## config.mk

```make
export PLATFORM = sky130hd
export DESIGN_NAME = integer_store_sorter
export DESIGN_NICKNAME = d
export VERILOG_FILES = /design/src/iss_pkg.sv /design/src/iss_ram.sv /design/src/integer_store_sorter.sv
export SDC_FILE = /design/constraint.sdc
export NUM_CORES = 2
export LEC_CHECK = 0
export BUFFER_PORTS_ARGS = -buffer_cell sky130_fd_sc_hd__buf_2
export CAP_MARGIN = 20
export CORE_ASPECT_RATIO = 0.6
export CORE_MARGIN = 4
export CORE_UTILIZATION = 50
export CTS_BUF_LIST = sky130_fd_sc_hd__clkbuf_16
export DETAILED_ROUTE_END_ITERATION = 12
export GPL_ROUTABILITY_DRIVEN = 1
export HOLD_SLACK_MARGIN = 0.03
export PLACE_DENSITY = 0.65
export SETUP_SLACK_MARGIN = 0.3
export SYNTH_ARGS = -nofsm -noshare
export SYNTH_HDL_FRONTEND = slang
export SYNTH_HIERARCHICAL = 1
export SYNTH_SLANG_ARGS = --single-unit
```

## constraint.sdc

```tcl
create_clock -name clk -period 7.9 [get_ports clk]
set_input_delay 1.58 -clock clk [delete_from_list [all_inputs] [get_ports clk]]
set_output_delay 1.58 -clock clk [all_outputs]
set_load 0.1 [all_outputs]
```

## src/iss_pkg.sv

```systemverilog
// Shared constants, codes and types for the integer store sorter.
`timescale 1ns / 1ps
`default_nettype none
package iss_pkg;

  localparam int DEPTH  = 64;
  localparam int ADDR_W = $clog2(DEPTH);
  localparam int CNT_W  = $clog2(DEPTH + 1);
  localparam int DATA_W = 32;

  localparam logic [CNT_W-1:0] FULL_CNT = CNT_W'(DEPTH);

  typedef enum logic [1:0] {
    FUNC_APPEND = 2'd0,
    FUNC_SORT   = 2'd1,
    FUNC_READ   = 2'd2
  } func_t;

  typedef enum logic [1:0] {
    ERR_OK    = 2'd0,
    ERR_FULL  = 2'd1,
    ERR_RANGE = 2'd2
  } err_t;

  typedef enum logic [2:0] {
    ST_IDLE,
    ST_READ_WAIT,
    ST_SORT_KEY,
    ST_SORT_CMP,
    ST_SORT_PLACE
  } state_t;

  typedef struct packed {
    logic              en;
    logic [ADDR_W-1:0] addr;
    logic [DATA_W-1:0] data;
  } mem_wr_t;

endpackage
`default_nettype wire

```

## src/iss_ram.sv

```systemverilog
// Value store: one write port, one registered read port.
`timescale 1ns / 1ps
`default_nettype none
module iss_ram (
  input  wire                        clk,
  input  wire iss_pkg::mem_wr_t      wr,
  input  wire [iss_pkg::ADDR_W-1:0]  raddr,
  output logic [iss_pkg::DATA_W-1:0] rdata
);
  import iss_pkg::*;

  logic [DATA_W-1:0] mem [DEPTH];

  always_ff @(posedge clk) begin
    if (wr.en) begin
      mem[wr.addr] <= wr.data;
    end
    rdata <= mem[raddr];
  end

endmodule
`default_nettype wire

```

## src/integer_store_sorter.sv

```systemverilog
// Integer store sorter top level: controller, result register and value store.
// Append, out-of-range read, unused codes: result in the next cycle, one per cycle if out_ready.
// Read in range: store read in ST_READ_WAIT, then result register; no new request meanwhile.
// Sort: insertion sort through the single read port; ST_SORT_KEY loads each key, ST_SORT_CMP
// does each compare, ST_SORT_PLACE puts a key at entry zero; input stalls until done.
// Synchronous reset empties the store (fill zero); entry contents and count are not cleared.
`timescale 1ns / 1ps
`default_nettype none
module integer_store_sorter (
  input  wire                               clk,
  input  wire                               rst,
  input  wire                               in_valid,
  output logic                              in_ready,
  input  wire  [1:0]                        func,
  input  wire  signed [iss_pkg::DATA_W-1:0] value,
  input  wire  [iss_pkg::ADDR_W-1:0]        index,
  output logic                              out_valid,
  input  wire                               out_ready,
  output logic signed [iss_pkg::DATA_W-1:0] data,
  output logic [iss_pkg::CNT_W-1:0]         count,
  output logic [1:0]                        error
);
  import iss_pkg::*;

  state_t            state, state_next;
  logic [CNT_W-1:0]  fill, fill_next;
  logic [ADDR_W-1:0] i, i_next;
  logic [ADDR_W-1:0] j, j_next;
  logic [DATA_W-1:0] key, key_next;
  logic              out_valid_next;

  logic              load;
  logic [DATA_W-1:0] res_data;
  err_t              res_err;
  logic              last_key;

  mem_wr_t           wr;
  logic [ADDR_W-1:0] raddr;
  logic [DATA_W-1:0] rdata;

  iss_ram u_ram (
    .clk   (clk),
    .wr    (wr),
    .raddr (raddr),
    .rdata (rdata)
  );

  assign in_ready = (state == ST_IDLE) && (!out_valid || out_ready);
  assign last_key = ({1'b0, i} == (fill - CNT_W'(1)));

  always_ff @(posedge clk) begin
    if (rst) begin
      state     <= ST_IDLE;
      fill      <= '0;
      out_valid <= 1'b0;
    end else begin
      state     <= state_next;
      fill      <= fill_next;
      out_valid <= out_valid_next;
    end
  end

  always_ff @(posedge clk) begin
    i   <= i_next;
    j   <= j_next;
    key <= key_next;
    if (load) begin
      data  <= res_data;
      count <= fill_next;
      error <= res_err;
    end
  end

  always_comb begin
    state_next = state;
    fill_next  = fill;
    i_next     = i;
    j_next     = j;
    key_next   = key;
    load       = 1'b0;
    res_data   = '0;
    res_err    = ERR_OK;
    wr         = '0;
    raddr      = index;

    case (state)
      ST_IDLE: begin
        if (in_valid && in_ready) begin
          case (func)
            FUNC_APPEND: begin
              load = 1'b1;
              if (fill == FULL_CNT) begin
                res_err = ERR_FULL;
              end else begin
                wr.en     = 1'b1;
                wr.addr   = fill[ADDR_W-1:0];
                wr.data   = value;
                fill_next = fill + CNT_W'(1);
              end
            end
            FUNC_SORT: begin
              if (fill < CNT_W'(2)) begin
                load = 1'b1;
              end else begin
                i_next     = ADDR_W'(1);
                raddr      = ADDR_W'(1);
                state_next = ST_SORT_KEY;
              end
            end
            FUNC_READ: begin
              if ({1'b0, index} < fill) begin
                raddr      = index;
                state_next = ST_READ_WAIT;
              end else begin
                res_err = ERR_RANGE;
                load    = 1'b1;
              end
            end
            default: begin
              load = 1'b1;
            end
          endcase
        end
      end
      ST_READ_WAIT: begin
        res_data   = rdata;
        load       = 1'b1;
        state_next = ST_IDLE;
      end
      ST_SORT_KEY: begin
        key_next   = rdata;
        j_next     = i;
        raddr      = i - ADDR_W'(1);
        state_next = ST_SORT_CMP;
      end
      ST_SORT_CMP: begin
        wr.en   = 1'b1;
        wr.addr = j;
        if ($signed(key) < $signed(rdata)) begin
          // shift the larger entry up one place
          wr.data = rdata;
          j_next  = j - ADDR_W'(1);
          if (j == ADDR_W'(1)) begin
            state_next = ST_SORT_PLACE;
          end else begin
            raddr = j - ADDR_W'(2);
          end
        end else begin
          wr.data = key;
          if (last_key) begin
            load       = 1'b1;
            state_next = ST_IDLE;
          end else begin
            i_next     = i + ADDR_W'(1);
            raddr      = i + ADDR_W'(1);
            state_next = ST_SORT_KEY;
          end
        end
      end
      ST_SORT_PLACE: begin
        wr.en   = 1'b1;
        wr.addr = '0;
        wr.data = key;
        if (last_key) begin
          load       = 1'b1;
          state_next = ST_IDLE;
        end else begin
          i_next     = i + ADDR_W'(1);
          raddr      = i + ADDR_W'(1);
          state_next = ST_SORT_KEY;
        end
      end
      default: begin
        state_next = ST_IDLE;
      end
    endcase

    if (load) begin
      out_valid_next = 1'b1;
    end else if (out_ready) begin
      out_valid_next = 1'b0;
    end else begin
      out_valid_next = out_valid;
    end
  end

endmodule
`default_nettype wire
```

---- Word-level counts from Yosys, hierarchy flattened ----
Memory sizes are Yosys's and may differ from the RTL's. A register that Yosys moved wholly into a read port is not among the register bits.
Index checks and enable logic that the tools add are counted.
cells by class
  reduce and logical (&&, ||, !) cells .... 13
  $lt $le $gt $ge ......................... 3
  equal/unequal tests ..................... 18
  multiplexer cells ....................... 46
  add/subtract/negate cells ............... 6
operators by type and width
  operator                                                     number
  2-to-1 mux 39 bit                                            3
  case mux 39 bit (3 select lines)                             1
  2-to-1 mux 6 bit                                             12
  less-than comparator 32 bit                                  1
  2-to-1 mux 32 bit                                            1
  2-to-1 mux 7 bit                                             4
  case mux 6 bit (4 select lines)                              1
  case mux 6 bit (3 select lines)                              1
  2-to-1 mux 3 bit                                             5
  case mux 3 bit (4 select lines)                              1
  case mux 6 bit (2 select lines)                              1
  subtractor 6 x 1 -> 6 bit (second input constant)            2
  2-to-1 mux 1 bit                                             10
  AND reduction 5 bit                                          2
  inequality test 3 bit (second input constant)                3
  adder 7 x 1 -> 7 bit (second input constant)                 1
  == test 6 x 7 -> 1 bit                                       1
  == test 7 bit (second input constant)                        1
  less-than comparator 6 x 7 -> 1 bit                          1
  less-than comparator 7 x 2 -> 1 bit (second input constant)  1
  subtractor 7 x 1 -> 7 bit (second input constant)            1
  adder 6 x 1 -> 6 bit (second input constant)                 1
  == test 3 x 2 -> 1 bit (second input constant)               2
  == test 6 x 1 -> 1 bit (second input constant)               1
  21 further kinds                                             28
storage, ports and cells
  memories kept ........................... 1
  bits of input ports ..................... 44
  output and inout bits ................... 43
  register bits after elaboration ......... 96
  bits in writable memories ............... 2048
  logic and storage cells ................. 96
memories
  memory     words  bits a word  read ports  clocked after memory_dff  write ports  line           source
  u_ram.mem  64     32           1           1                         1            iss_ram.sv:12  logic [DATA_W-1:0] mem [DEPTH];

---- Longest topological paths before layout ----
  depth after elaboration ................. 8
  mapped depth ............................ 21
  gate-level depth less buffers ........... 15

---- By module ----
The synthesis kept the hierarchy.
by module, submodules not included
  module                area each (um^2)  cells each  times used
  iss_ram               78515.3           3324        1
  integer_store_sorter  5958.2            609         1

---- Least setup slack after synthesis ----
Ideal clock, no wire load.
  path type ............................... reg2reg
  start point ............................. register key[31]
  end point ............................... memory u_ram.mem[0][15], data pin
  setup slack ............................. 2.225 ns
  stages on the path, launching flop included .. 11
  period minus slack after synthesis ...... 5.675 ns
  buffers on the path ..................... 1
  data arrival time ....................... 4.973 ns
  setup time .............................. 0.702 ns
  cells stage by stage .................... edfxtp_1 > ha_1 > nand4_1 > or4_4 > nand3b_4 > o22ai_2 > nor2_2 > xnor2_2 > nand2_2 > buf_2 > o21ai_0
RTL lines
  item                      line                        source
  start: declaration        integer_store_sorter.sv:29  logic [DATA_W-1:0] key, key_next;
  start signal: assignment  integer_store_sorter.sv:66  key <= key_next;
  end: declaration          iss_ram.sv:12

---- Worst setup path in the final report ----
  start point ............................. register u_ram/rdata[5] (netlist name) (read register of u_ram.mem)
  end point ............................... register u_ram/rdata[19] (netlist name) (read register of u_ram.mem)
between the ends
  longest elaborated chain between the ends .. 3
ends and longest elaborated chain
  item                             line                         source
  start: declaration               iss_ram.sv:8                 output logic [iss_pkg::DATA_W-1:0] rdata
  less-than comparator 32 bit      integer_store_sorter.sv:139  if ($signed(key) < $signed(rdata)) begin
  2-to-1 mux 6 bit                 integer_store_sorter.sv:139
  case mux 6 bit (4 select lines)  integer_store_sorter.sv:86   case (state)
  net raddr[0]                     integer_store_sorter.sv:38   logic [ADDR_W-1:0] raddr;
The timed path passes the listed nets, and every way through them passes these cells.
A chain may end at the register's enable or synchronous reset.

==> results.txt <==
Cells on Worst Hold Path = 0
Reg2reg path depth = 17
WHS = 0.425 ns
WP buf/inv = 4
Routed Wire Length = 232 mm
Layout area overhead = 12.3%
Most common cell after layout, fill and taps aside = edfxtp_1
Design area = 0.0949 mm^2
Vias in the first global route = 41100
Total congestion overflow = 0
Startpoint Class = register
Worst Max-Slew Pin Slew = 1.15 ns
I/O Pins = 87
1st-iter DRT viols = 6726
CP Class = register to register
Max-cap check violation count = 0
Clk_skew = 0.0506 ns
Clk root buf = clkbuf_16
Clk sink count = 2176
Setup crit end kind = register
PortBufs = 86
Ys flop type = edfxtp_1
Final critical-path setup slack = 0.700 ns
Mapped Area = 0.0845 mm^2
CP max-delay cell = dfxtp_1
PwrDens = 263 mW/mm^2
CP top delay family = compound AO/OA/AOI/OAI gates
Final min period = 7.20 ns
Setup-failing EPs final = 0
Status = finished clean
Post-synth EDFFs = 2133
Drt wl/cell = 35.4 um
Worst Hold Class = register to register
Nets = 4271
Dpl hpwl = 141 mm
DRC viols = 0
Fillers = 12200
Final Hold Vio Count = 0
CTS tree = built
Pwr Total = 25.0 mW
Die width = 539 um
Register area share after synthesis = 76.8%
Core box area = 0.167 mm^2
Most frequent cells in the layout = edfxtp_1 (2133), mux4_2 (544), clkbuf_16 (196), buf_4 (160), nor2_1 (108)
Die Area = 0.176 mm^2
Antenna-violating nets left = 0
DIE HEIGHT = 326 um
Clock latency on the worst-skew pair = 0.82 ns
Via density per instance = 6.55
Largest net degree at the start of global routing = 88
Largest vdd supply drop = 0.200 mV
Cell variety after synth = 68
Max Fclk = 0.139 GHz
Rows = 116
Placed cell count = 6225
Worst path max stage delay = 0.84 ns
Syn_area_per_cell = 21.5 um^2
Vias = 43000
Non-filler cells in the finished layout = 6565
Number of buffers created by CTS = 193
Worst rel slew slack = 22.8%
Gr usage total = 26.3%
Initial antenna violation count = 11
Reg clk slew, reported paths = 0.07 ns
Initial Util = 50.5%
First-pass GRT wire length = 326 mm
WP depth = 17
CP Data Arrival Time = 7.87 ns
Leakage = 30.5 nW
YS warnings = 6
Fin crit share = 91.1%
Async SR Flop Fraction = 0%
RD Place Congestion = 0.880
Share of layout cells above drive strength 1 = 27.1%
Crit path cell chain = inv_1 -> ha_1 -> a21oi_1 -> o211ai_1 -> a31oi_1 -> o22ai_2 -> nor2_2 -> xnor2_2 -> nand2_4 -> o211ai_1 -> buf_4 -> buf_16 -> buf_4 -> mux4_2 -> mux4_2 -> o22ai_1 -> nor2_1
Final core utilization = 56.7%
Max FO, Critical Path = 74
Place WS = 0.671 ns
First-pass detailed-route iteration total = 8
Synth Instances = 3933
Total Neg Setup Slack = 0 ns
RSZ-0062 raised after global routing = no
CTS H-Tree Depth = 4
Mapped Nets = 4026
Area after DPL = 0.0891 mm^2
Max Slew Vio Count = 0
Worst endpoint required time = 8.56 ns
Clk buf depth = 4
Synthesis-stage register bit count = 2176
CTS Hold Bufs = 0
worst paths after layout:
path,start,to,slack [ns]
setup / recovery,u_ram/rdata[5],u_ram/rdata[19],0.70
hold / removal,u_ram/rdata[27],key[27],0.42
setup reg to reg,u_ram/rdata[5],u_ram/rdata[19],0.70
hold reg to reg,u_ram/rdata[27],key[27],0.42
layout make-up:
cell class	instances	area [um^2]	area share [%]
Antenna cell	2	5.00	0.00528
Clock buffer	196	4900	5.17
Clock inverter	142	830	0.874
Inverter	52	195	0.206
Multi-Input combinational cell	1492	19200	20.3
Sequential cell	2176	64900	68.4
Tap cell	2242	2810	2.96
Timing Repair Buffer	263	1960	2.07
cells in the mapped netlist, types with 4 or more instances:
cell type  number  area share (%)
nor2_1        171            0.76
nand3b_1        6           0.053
and2_1          5           0.037
buf_4          25            0.22
a22oi_1        46            0.41
edfxtp_1     2133              76
o221ai_1       27            0.28
a221oi_1        4           0.041
buf_6           5           0.067
mux2i_1        94             1.1
nor3_1         48            0.28
o22ai_1        87            0.64
and3_1          8           0.059
a21oi_1        85            0.50
o21ai_1        16           0.095
nand2_1        78            0.35
or3_1           4           0.030
nor2b_1        25            0.19
buf_1          23            0.10
dfxtp_1        43             1.0
ha_1           49            0.73
xor2_1         12            0.12
o32ai_1         4           0.041
xnor2_1        21            0.22
nand3_1        14           0.083
clkbuf_1       95            0.42
a41o_1          4           0.047
o211ai_1        8           0.071
mux4_2        544              15
a211oi_1        4           0.036
nand4_1        11           0.081
nand2b_1       16            0.12
a311oi_1        8           0.083
o21ai_0        48            0.28
inv_1          52            0.23
buf_2          64            0.38
power by group:
group | internal (mW) | total [mW] | switching, mW
combinational | 1.12 | 3.26 | 2.14
clock | 4.74 | 8.78 | 4.04
sequential | 12.8 | 12.9 | 0.173
per-layer routing:
metal	part of all wire [%]	vias to the layer above	GRT usage, %	wire length [um]
met4	2.1	8	5.35	4910
met3	15	300	9.95	35700
met2	41	2879	35.2	96400
met5	0.10	-	0.812	241
li1	-	17000	-	-
met1	41	22800	41.3	95300
flip-flops by register name (all words and copies together) (netlist names):
| signal | count |
|---|---|
| u_ram/mem | 2048 |
| data | 32 |
| key | 32 |
| u_ram/rdata | 32 |
| count | 7 |
| fill | 7 |
| i | 6 |
| j | 6 |
| state | 3 |
| error | 2 |
| out_valid | 1 |
timing repair:
item	4_1_cts	5_1_grt
setup buffers	0	0
gates resized for setup	0	2
setup endpoints to repair	0	2
logic make-up (layout without fill, tap and decap cells):
family / after synthesis / in the layout / synth area share (%)
AOI/OAI and AO/OA: 360 / 360 / 2.72
xor gates and xnor gates: 34 / 34 / 0.361
adders and majority gates: 49 / 49 / 0.726
buffers and inverters: 265 / 653 / 1.43
DFF: 2176 / 2176 / 76.8
muxes: 640 / 640 / 15.6
other: 0 / 2 / 0
and+or+nand+nor: 409 / 409 / 2.27
Note: power is estimated with default switching activity, not from simulation.
